<file path="src/hw/rtl/hnfl_pkg.sv">
// Package with the shared constants, types and helper functions of the name frequency leader.
`default_nettype none

package hnfl_pkg;

	// Default size of the slot table, a power of two.
	localparam int unsigned DEF_TABLE_DEPTH = 1024;

	// Fixed field widths and name handling.
	localparam int unsigned NAME_W      = 64;
	localparam int unsigned NAME_BYTES  = 8;
	localparam int unsigned LEN_W       = 4;
	localparam int unsigned COUNT_WIDTH = 20;
	localparam logic [COUNT_WIDTH-1:0] COUNT_MAX = '1;

	// Hash constants: h = h*HASH_MULT + byte, bucket from h mod HASH_MOD.
	localparam int unsigned HASH_MULT = 131;
	localparam int unsigned HASH_MOD  = 10007;
	localparam int unsigned HREM_W    = $clog2(HASH_MOD);
	localparam int unsigned HSUM_W    = $clog2(HASH_MOD * HASH_MULT + 256);
	localparam int unsigned RED_STEPS = $clog2(HASH_MULT + 2);

	typedef struct packed {
		logic [NAME_W-1:0] key;
		logic [LEN_W-1:0]  len;
	} canon_t;

	typedef struct packed {
		logic              start;
		logic [NAME_W-1:0] key;
		logic [LEN_W-1:0]  len;
	} hash_req_t;

	typedef struct packed {
		logic              done;
		logic [HREM_W-1:0] bucket;
	} hash_rsp_t;

	typedef struct packed {
		logic                   valid;
		logic [NAME_W-1:0]      key;
		logic [COUNT_WIDTH-1:0] count;
	} entry_t;

	typedef enum logic [2:0] {
		ST_CLEAR,
		ST_IDLE,
		ST_HASH,
		ST_CHECK,
		ST_RESULT
	} state_t;

	// Keep the bytes before the first zero byte and below NAME_BYTES; count them.
	function automatic canon_t canon_name(logic [NAME_W-1:0] raw);
		canon_t c;
		logic   alive;
		c.key = '0;
		c.len = '0;
		alive = 1'b1;
		for (int i = 0; i < 8; i++) begin
			if (i < NAME_BYTES && alive && raw[8*i +: 8] != 8'h00) begin
				c.key[8*i +: 8] = raw[8*i +: 8];
				c.len = c.len + LEN_W'(1);
			end else begin
				alive = 1'b0;
			end
		end
		return c;
	endfunction

	// Reduce a partial hash below HASH_MOD by restoring subtraction of shifted moduli.
	function automatic logic [HREM_W-1:0] hash_reduce(logic [HSUM_W-1:0] t);
		logic [HSUM_W-1:0] rem;
		logic [HSUM_W-1:0] sub;
		rem = t;
		for (int i = RED_STEPS - 1; i >= 0; i--) begin
			sub = HSUM_W'(HASH_MOD) << i;
			if (rem >= sub) begin
				rem = rem - sub;
			end
		end
		return rem[HREM_W-1:0];
	endfunction

endpackage

`default_nettype wire

</file>
<file path="src/hw/rtl/hnfl_hash.sv">
// Byte-serial polynomial hash unit that leaves the hash modulo the bucket prime.
`default_nettype none

module hnfl_hash (
	input  logic                 clk,
	input  logic                 arst_n,
	input  hnfl_pkg::hash_req_t  req,
	output hnfl_pkg::hash_rsp_t  rsp
);
	import hnfl_pkg::*;

	logic              busy_q;
	logic              red_phase_q;
	logic              done_q;
	logic [NAME_W-1:0] key_q;
	logic [LEN_W-1:0]  left_q;
	logic [HREM_W-1:0] rem_q;
	logic [HSUM_W-1:0] sum_q;
	logic [HSUM_W-1:0] sum_d;

	// Multiply-add step: the running remainder times the multiplier plus the next byte.
	assign sum_d = HSUM_W'(rem_q) * HSUM_W'(HASH_MULT) + HSUM_W'(key_q[7:0]);

	// Sequencing: each byte goes through a multiply-add step and then a reduction step.
	always_ff @(posedge clk or negedge arst_n) begin
		if (!arst_n) begin
			busy_q      <= 1'b0;
			red_phase_q <= 1'b0;
			done_q      <= 1'b0;
		end else begin
			if (req.start) begin
				busy_q      <= (req.len != '0);
				red_phase_q <= 1'b0;
				done_q      <= (req.len == '0);
			end else if (busy_q) begin
				red_phase_q <= !red_phase_q;
				if (red_phase_q && left_q == LEN_W'(1)) begin
					busy_q <= 1'b0;
					done_q <= 1'b1;
				end else begin
					done_q <= 1'b0;
				end
			end else begin
				done_q <= 1'b0;
			end
		end
	end

	// Datapath registers of the shared multiply-add and reduction unit.
	always_ff @(posedge clk) begin
		if (req.start) begin
			key_q  <= req.key;
			left_q <= req.len;
			rem_q  <= '0;
		end else if (busy_q) begin
			if (!red_phase_q) begin
				sum_q <= sum_d;
				key_q <= key_q >> 8;
			end else begin
				rem_q  <= hash_reduce(sum_q);
				left_q <= left_q - LEN_W'(1);
			end
		end
	end

	assign rsp.done   = done_q;
	assign rsp.bucket = rem_q;

	a_rem_range: assert property (@(posedge clk) disable iff (!arst_n)
		busy_q |-> rem_q < HREM_W'(HASH_MOD))
		else $error("hash remainder left its range");

	a_done_pulse: assert property (@(posedge clk) disable iff (!arst_n)
		done_q |=> !done_q)
		else $error("hash done held for more than one cycle");

	a_no_restart: assert property (@(posedge clk) disable iff (!arst_n)
		req.start |-> !busy_q)
		else $error("hash restarted while busy");

endmodule

`default_nettype wire

</file>
<file path="config.mk">
export PLATFORM = sky130hd
export DESIGN_NAME = hnfl_hash
export DESIGN_NICKNAME = d
export VERILOG_FILES = /design/src/hw/rtl/hnfl_pkg.sv /design/src/hw/rtl/hnfl_hash.sv
export SDC_FILE = /design/constraint.sdc
export NUM_CORES = 1
export LEC_CHECK = 0
export BUFFER_PORTS_ARGS = -buffer_cell sky130_fd_sc_hd__buf_2
export CAP_MARGIN = 10
export CELL_PAD_IN_SITES_DETAIL_PLACEMENT = 1
export CELL_PAD_IN_SITES_GLOBAL_PLACEMENT = 1
export CORE_MARGIN = 2
export CORE_UTILIZATION = 40
export CTS_CLUSTER_SIZE = 40
export DETAILED_ROUTE_END_ITERATION = 7
export PLACE_DENSITY = 0.71
export SYNTH_ARGS = -nofsm -noshare
export SYNTH_HDL_FRONTEND = slang
export SYNTH_SLANG_ARGS = --single-unit
</file>
<file path="constraint.sdc">
create_clock -name clk -period 17.1 [get_ports clk]
set_input_delay 2.565 -clock clk [delete_from_list [all_inputs] [get_ports clk]]
set_output_delay 2.565 -clock clk [all_outputs]
set_load 0.01 [all_outputs]
</file>
==> run_results.csv, run 1 <==
group,metric,value,unit
outcome,status,"finished clean",
min_path,hold_path.class,"reg -> reg",
setup_path,critical_path_class,"reg -> reg",
cells_and_area,stdcell_area,11700,µm²
global_routing,overflow,0,
clock_network,postCtsHoldBufs,0,
clock_network,clk_pin_slew,0.08,ns
synth,async_reset_ff_share,2.83,%
routing,wire_per_inst,20.2,µm
timing,post-route-period-util,83.6,%
setup_path,cp.arrival,14.55,ns
floorplan,placementRows,59,
synth,netlist_instances,1155,
synth,synth.distinct_cells,112,
cells_and_area,drive_gt1_share,19.2,%
placement,hpwl,24800,µm
cells_and_area,post-route-util,44.8,%
floorplan,core,26100,µm²
setup_path,rr_startpoint,"sum_q[7]",
timing,tns,0,ns
clock_network,cts-resized-gates,0,
timing,period_needed,14.29,ns
routing,wirelength,31500,µm
timing,relSlewSlack,20.2,%
routing,drt-initial-drc-count,610,
routing,num_vias,9186,
min_path,hold_start,"key_q[21]",
routing,antenna_left,0,
timing,holdWs,0.548,ns
clock_network,clockBufferDepth,2,
timing,rsz0062_at_grt,"no",
routing,wl_met2,15600,µm
synth,synth_top_area_cell,"edfxtp_1",
setup_path,worstSetupStartpointType,"flip-flop",
clock_network,cts_tree,"done",
floorplan,initial_core_util,41.0,%
min_path,whs_path_depth,1,
setup_path,r2r-end,"rem_q[5]",
min_path,hold_path_end,"key_q[13]",
synth,ys_seq_elements,106,
routing,drc,0,
synth,synth_top_area_share,25.0,%
clock_network,cts_sinks,106,
global_routing,grt_max_degree,74,
cells_and_area,area_growth,9.26,%
global_routing,grt_pass1_vias,9670,
routing,dr.max_layer_used,"met4",
timing,setup-violations-final,0,
placement,dpl_cell_area,11400,µm²
synth,synth-edff-count,89,
synth,ys_warn_count,0,
clock_network,cts_setup_buffers,0,
setup_path,slowest_delay,0.77,ns
synth,synth_common_cells,"edfxtp_1 (89), nand2_1 (89), xnor2_1 (84)",
routing,viasPerCell,5.90,
setup_path,worstRegToRegCells,43,
setup_path,cp.required,17.36,ns
setup_path,r2r_slack,2.81,ns
synth,synth_flop_cell,"edfxtp_1",
placement,gp_congestion,0.889,
floorplan,dieArea,28100,µm²
routing,wl_met3,882,µm
job,maxCapViolations,0,
timing,fmax,0.0700,GHz
clock_network,cts-root-buf,"clkbuf_16",
clock_network,insertion_delay,0.36,ns
floorplan,die_x,168,µm
floorplan,die_h,168,µm
synth,synth_area_per_cell,9.27,µm²
timing,tightestPinTransition,1.20,ns
global_routing,grt_usage,22.7,%
synth,syn_area,10700,µm²
synth,synth_area_leaders,"edfxtp_1 (25%), mux2_2 (6.9%), ha_1 (6.9%)",
setup_path,critical-path-slowest-cell,"o22a_1",
global_routing,antenna_found_initial,1,
synth,yosysSeqAreaShare,28.3,%
timing,skew,0.0125,ns
placement,portBuffers,85,
cells_and_area,nNetsFinal,1362,
clock_network,cts_buffers,9,
clock_network,cts.htree.levels,3,
routing,dr.pass1.iters,4,
floorplan,ios,86,
synth,synth_nets,1301,
setup_path,endpoint_kind,"flip-flop",
routing,wirelength_met1,14200,µm
global_routing,grt_pass1_wl,51500,µm
timing,final_max_slew_viol_count,0,
timing,hold_viol,0,
setup_path,worstPathMaxFanout,23,
-- registers in the layout (all words and copies together), names as in the netlist --
signal       flops
rem_q           14
red_phase_q      1
left_q           4
key_q           64
sum_q           21
busy_q           1
done_q           1
-- critical path: cells and delay by family (launching register included) --
family | cells | cell delay, ns
AO/OA/AOI/OAI | 23 | 7.66
XOR/XNOR | 6 | 1.52
adder cells (fa/ha/maj) | 5 | 1.47
flip-flops | 1 | 0.52
AND/OR/NAND/NOR | 9 | 2.96
-- through the flow --
step	instances	setup slack (ns)
3_3_place_gp	1540	3.45
2_1_floorplan	1155	6.31
4_1_cts	1556	3.05
5_1_grt	1557	1.70
3_5_place_dp	1540	3.12
6_report	1557	2.81
-- cell usage in the layout (no fill, tap or decap), drive strengths merged, types with 26 or more instances in the layout --
cell    instances
a21oi          70
and2           28
buf            89
edfxtp         89
ha             59
inv            67
mux2           66
nand2          91
nand3          26
nor2           70
o21ai          67
xnor2          85
xor2           28
-- how the worst max path moves through the flow --
stage	slack [ns]	cells past startpoint	from	end
floorplan	6.31	46	sum_q[1]	rem_q[9]
global placement	3.45	43	sum_q[7]	rem_q[5]
detailed placement	3.12	43	sum_q[7]	rem_q[5]
CTS	3.05	43	sum_q[7]	rem_q[5]
global route	1.70	43	sum_q[7]	rem_q[9]
finish	2.81	43	sum_q[7]	rem_q[5]
-- layout make-up --
type	instances	area (µm²)
fillers	3108	14400
multi-input cells	948	7250
flip-flops and latches	106	3030
repair buffers	89	455
well taps	335	419
inverters	62	233
clock buffers	9	225
clock inverters	7	86.3
diodes	1	2.50
-- layer usage --
layer  up-vias  track usage [%]
met3        57             3.03
met4         0             7.18
li1       4450                -
met5         -                0
met2       165             40.2
met1      4514             28.7
-- logic make-up after synthesis --
kind of cell    share of synthesized area, %
xor+xnor                                9.32
mux                                     8.07
compound gates                          24.2
buf+inv                                 4.06
simple gates                            16.2
flops                                   28.3
fa+ha+maj                               9.89
Power of run 1 is left out: the tool's default activity adds up to more than one toggle a clock period on the data nets, which glitch-free logic cannot reach.
==> run 2, diff against run 1 <==
==> constraint.sdc (replaced) <==
create_clock -name clk -period 14.35 [get_ports clk]
set_input_delay 2.1525 -clock clk [delete_from_list [all_inputs] [get_ports clk]]
set_output_delay 2.1525 -clock clk [all_outputs]
set_load 0.01 [all_outputs]
==> run_results.csv, run 2 (synthesized netlist as in run 1, its figures left out) <==
group,metric,value,unit
setup_path,worstPathMaxFanout,15,
floorplan,ios,86,
floorplan,initial_core_util,41.0,%
cells_and_area,seq_area,3030,µm²
routing,viasPerCell,5.97,
job,maxCapViolations,0,
cells_and_area,stdcell_count,1559,
timing,period_needed,13.24,ns
clock_network,insertion_delay,0.35,ns
clock_network,cts_sinks,106,
timing,tns,0,ns
min_path,whs_path_depth,1,
setup_path,slowest_delay,0.61,ns
routing,drc,0,
cells_and_area,multi_input_area,7270,µm²
cells_and_area,area_growth,9.49,%
placement,place_inst,1540,
clock_network,cts_tree,"done",
outcome,status,"finished clean",
routing,wirelength,31100,µm
routing,drt-initial-drc-count,570,
floorplan,die_x,168,µm
placement,portBuffers,85,
timing,post-route-period-util,92.3,%
clock_network,clockBufferDepth,2,
clock_network,cts-root-buf,"clkbuf_16",
global_routing,antenna_found_initial,1,
cells_and_area,post-route-util,44.8,%
timing,skew,0.0135,ns
floorplan,placementRows,59,
floorplan,core,26100,µm²
global_routing,grt_pass1_vias,9622,
cells_and_area,fillers,3099,
global_routing,grt_max_degree,74,
cells_and_area,largest_reg_flops,64,
placement,hpwl,24700,µm
clock_network,clk_pin_slew,0.08,ns
global_routing,overflow,0,
timing,tightestPinTransition,1.17,ns
setup_path,worstRegToRegCells,43,
cells_and_area,mostFrequentLayoutCells,"nand2_1 (89), edfxtp_1 (89), buf_2 (85)",
timing,holdWs,0.554,ns
setup_path,endpoint_kind,"flip-flop",
cells_and_area,top_regs,"key_q: 64 flops, sum_q: 21 flops, rem_q: 14 flops",
global_routing,grt_pass1_wl,51100,µm
routing,antenna_left,0,
clock_network,cts.htree.levels,3,
setup_path,rr_startpoint,"sum_q[1]",
setup_path,critical_path_class,"reg -> reg",
setup_path,r2r_slack,1.11,ns
routing,dr.pass1.iters,5,
floorplan,die_h,168,µm
clock_network,cts_buffers,9,
min_path,hold_start,"key_q[8]",
timing,relSlewSlack,21.7,%
cells_and_area,largest-register,"key_q",
timing,setup-violations-final,0,
routing,num_vias,9308,
timing,hold_viol,0,
cells_and_area,drive_gt1_share,19.6,%
cells_and_area,nNetsFinal,1364,
timing,final_max_slew_viol_count,0,
setup_path,worstSetupStartpointType,"flip-flop",
routing,wire_per_inst,20.0,µm
global_routing,grt_usage,22.5,%
setup_path,cp.arrival,13.49,ns
setup_path,startpoint,"sum_q[1]",
floorplan,dieArea,28100,µm²
placement,gp_congestion,0.888,
setup_path,cp.required,14.60,ns
min_path,hold_path.class,"reg -> reg",
setup_path,critical-path-slowest-cell,"a2111oi_2",
timing,fmax,0.0755,GHz
run 2: changes by cell type in the layout (fill, tap and decap cells not counted):
| cell | change |
|---|---|
| nor2_1 | -2 |
| inv_8 | -1 |
| inv_6 | +1 |
| a311oi_1 | -1 |
| o22a_4 | +1 |
| a311oi_2 | +1 |
| clkinv_1 | +1 |
| o22a_1 | -1 |
| nor3_1 | -1 |
| nor3_2 | +1 |
| nor2_2 | +2 |
| inv_12 | -1 |
| buf_4 | +2 |
run 2: cell type report:
cell class	count	share of cell area [%]
Sequential cell	106	25.8
Antenna cell	1	0.0214
Inverter	62	1.99
Multi-Input combinational cell	948	62.0
Timing Repair Buffer	91	4.01
Clock buffer	9	1.92
Clock inverter	7	0.609
Tap cell	335	3.58
run 2: routing by layer:
layer | share of wire (%) | vias up | GRT usage [%]
met3 | 3.5 | 45 | 3.05
met2 | 50 | 182 | 40.0
met5 | 0 | - | 0
met4 | 2.1 | 0 | 5.29
li1 | - | 4465 | -
met1 | 44 | 4616 | 28.9
run 2: worst paths after layout:
path	endpoint
max in group asynchronous	red_phase_q
min in group asynchronous	busy_q
min reg2reg	key_q[0]
min	key_q[0]
max	rem_q[5]
max reg2reg	rem_q[5]
run 2: timing repair:
action                                  CTS  global route
endpoints found under the setup margin    0            14
buffers inserted                          0             2
gates resized for setup                   0             6
hold buffers                              0             0
run 2: worst max-delay path: cells and delay by family (launching register included):
family / cells / cell delay, ns
AO/OA/AOI/OAI: 24 / 7.21
XOR/XNOR: 6 / 1.59
flip-flops: 1 / 0.53
AND/OR/NAND/NOR: 9 / 2.60
adder cells (fa/ha/maj): 4 / 1.18
run 2: metrics by stage:
stage / worst slack, ns / cell area [µm²]
final: 1.11 / 11700
after global routing: -0.0000453 / 11700
after CTS: 0.240 / 11700
after detailed placement: 0.302 / 11400
after global placement: 0.695 / 11400
after floorplan: 3.56 / 10700
Power of run 2 is left out for the same reason.
==> run 3, diff against run 2 <==
--- a/config.mk
+++ b/config.mk
@@ -9,11 +9,12 @@
 export CAP_MARGIN = 10
 export CELL_PAD_IN_SITES_DETAIL_PLACEMENT = 1
 export CELL_PAD_IN_SITES_GLOBAL_PLACEMENT = 1
+export CORE_ASPECT_RATIO = 0.9
 export CORE_MARGIN = 2
-export CORE_UTILIZATION = 40
+export CORE_UTILIZATION = 48
 export CTS_CLUSTER_SIZE = 40
 export DETAILED_ROUTE_END_ITERATION = 7
-export PLACE_DENSITY = 0.71
+export PLACE_DENSITY = 0.83
 export SYNTH_ARGS = -nofsm -noshare
 export SYNTH_HDL_FRONTEND = slang
 export SYNTH_SLANG_ARGS = --single-unit
==> run_results.csv, run 3 (synthesized netlist as in run 1, its figures left out) <==
group,metric,value,unit
cells_and_area,top_regs,"key_q: 64 flops, sum_q: 21 flops, rem_q: 14 flops",
routing,num_vias,9668,
clock_network,clockBufferDepth,2,
cells_and_area,stdcell_count,1519,
setup_path,slowest_delay,0.81,ns
job,maxCapViolations,0,
global_routing,grt_pass1_vias,9850,
global_routing,overflow,0,
cells_and_area,nNetsFinal,1369,
min_path,hold_path.class,"reg -> reg",
setup_path,cp.arrival,13.76,ns
setup_path,cp_num_cells,42,
setup_path,critical_path_class,"reg -> reg",
routing,antenna_left,0,
placement,place_ws,0.436,ns
timing,relSlewSlack,20.1,%
placement,portBuffers,85,
placement,place_inst,1495,
setup_path,critical-path-slowest-cell,"o311ai_0",
routing,drt-initial-drc-count,748,
timing,tightestPinTransition,1.20,ns
cells_and_area,largest_reg_flops,64,
setup_path,worstRegToRegCells,42,
timing,hold_viol,0,
timing,tns,0,ns
timing,setup-violations-final,0,
routing,wire_per_inst,22.8,µm
timing,skew,0.0121,ns
setup_path,endpoint_kind,"flip-flop",
placement,dpl_cell_area,11300,µm²
placement,hpwl,25700,µm
floorplan,dieArea,23500,µm²
setup_path,cp_num_buf_inv,0,
floorplan,initial_core_util,49.2,%
timing,post-route-period-util,94.0,%
setup_path,worstPathMaxFanout,23,
clock_network,cts_buffers,9,
setup_path,r2r_slack,0.86,ns
placement,gp_congestion,0.903,
cells_and_area,area_growth,9.61,%
floorplan,core,21800,µm²
cells_and_area,diodes,0,
min_path,whs_path_depth,1,
setup_path,rr_startpoint,"sum_q[7]",
global_routing,antenna_found_initial,0,
timing,fmax,0.0741,GHz
setup_path,path_delay_family,"compound AO/OA/AOI/OAI gates",
clock_network,cts_sinks,106,
clock_network,cts.htree.levels,3,
floorplan,die_x,161,µm
routing,drc,0,
setup_path,r2r-end,"rem_q[5]",
timing,final_max_slew_viol_count,0,
clock_network,cts-root-buf,"clkbuf_16",
routing,wirelength,34600,µm
setup_path,crit_top_cell,"ha_1",
setup_path,worstSetupStartpointType,"flip-flop",
setup_path,startpoint,"sum_q[7]",
floorplan,placementRows,51,
floorplan,die_h,146,µm
global_routing,grt_max_degree,79,
cells_and_area,drive_gt1_share,20.0,%
global_routing,grt_pass1_wl,54400,µm
clock_network,clk_pin_slew,0.09,ns
cells_and_area,largest-register,"key_q",
setup_path,cp.required,14.62,ns
timing,period_needed,13.49,ns
cells_and_area,mostFrequentLayoutCells,"nand2_1 (89), edfxtp_1 (89), buf_2 (85)",
clock_network,postCtsHoldBufs,0,
cells_and_area,stdcell_area,11700,µm²
timing,worst_slack,0.862,ns
clock_network,insertion_delay,0.37,ns
setup_path,crit_end,"rem_q[5]",
clock_network,cts_tree,"done",
routing,dr.pass1.iters,5,
cells_and_area,fillers,2544,
outcome,status,"finished clean",
floorplan,ios,86,
routing,viasPerCell,6.36,
global_routing,grt_usage,29.0,%
==> run 3: cell count changes in the layout (fill, tap and decap cells not counted), sizes merged <==
cell / change
diode: -1
buf: +5
==> run 3: worst min-delay path by stage <==
stage,start,to,slack (ns)
4_1_cts,key_q[57],key_q[49],0.56
6_report,key_q[41],key_q[33],0.55
5_1_grt,key_q[53],key_q[45],0.57
2_1_floorplan,key_q[0],sum_q[0],0.51
3_5_place_dp,key_q[11],key_q[3],0.54
3_3_place_gp,key_q[20],key_q[12],0.53
==> run 3: layout make-up <==
class                           instances  area, µm²  share of cell area (%)
Timing Repair Buffer                   96        508                    4.33
Multi-Input combinational cell        948       7280                    62.0
Inverter                               62        233                    1.98
Clock inverter                          7       96.3                   0.821
Tap cell                              291        364                    3.10
Sequential cell                       106       3030                    25.8
Clock buffer                            9        225                    1.92
==> run 3: stage by stage <==
stage,utilization [%],hold WS (ns)
2_1_floorplan,-,0.513
3_3_place_gp,52.0,0.526
3_5_place_dp,52.0,0.535
4_1_cts,53.5,0.557
5_1_grt,53.9,0.568
6_report,53.9,0.555
==> run 3: timing repair <==
item                       CTS  global route
setup endpoints to repair    0            14
setup buffers                0             7
resized for setup            0             6
==> run 3: routing by layer <==
layer	up-vias	wire, µm	GRT usage [%]
li1	4494	-	-
met5	-	0	0
met3	63	1720	4.76
met1	4839	14600	36.8
met2	272	17400	50.8
met4	0	911	8.13
Power of run 3 is left out for the same reason.
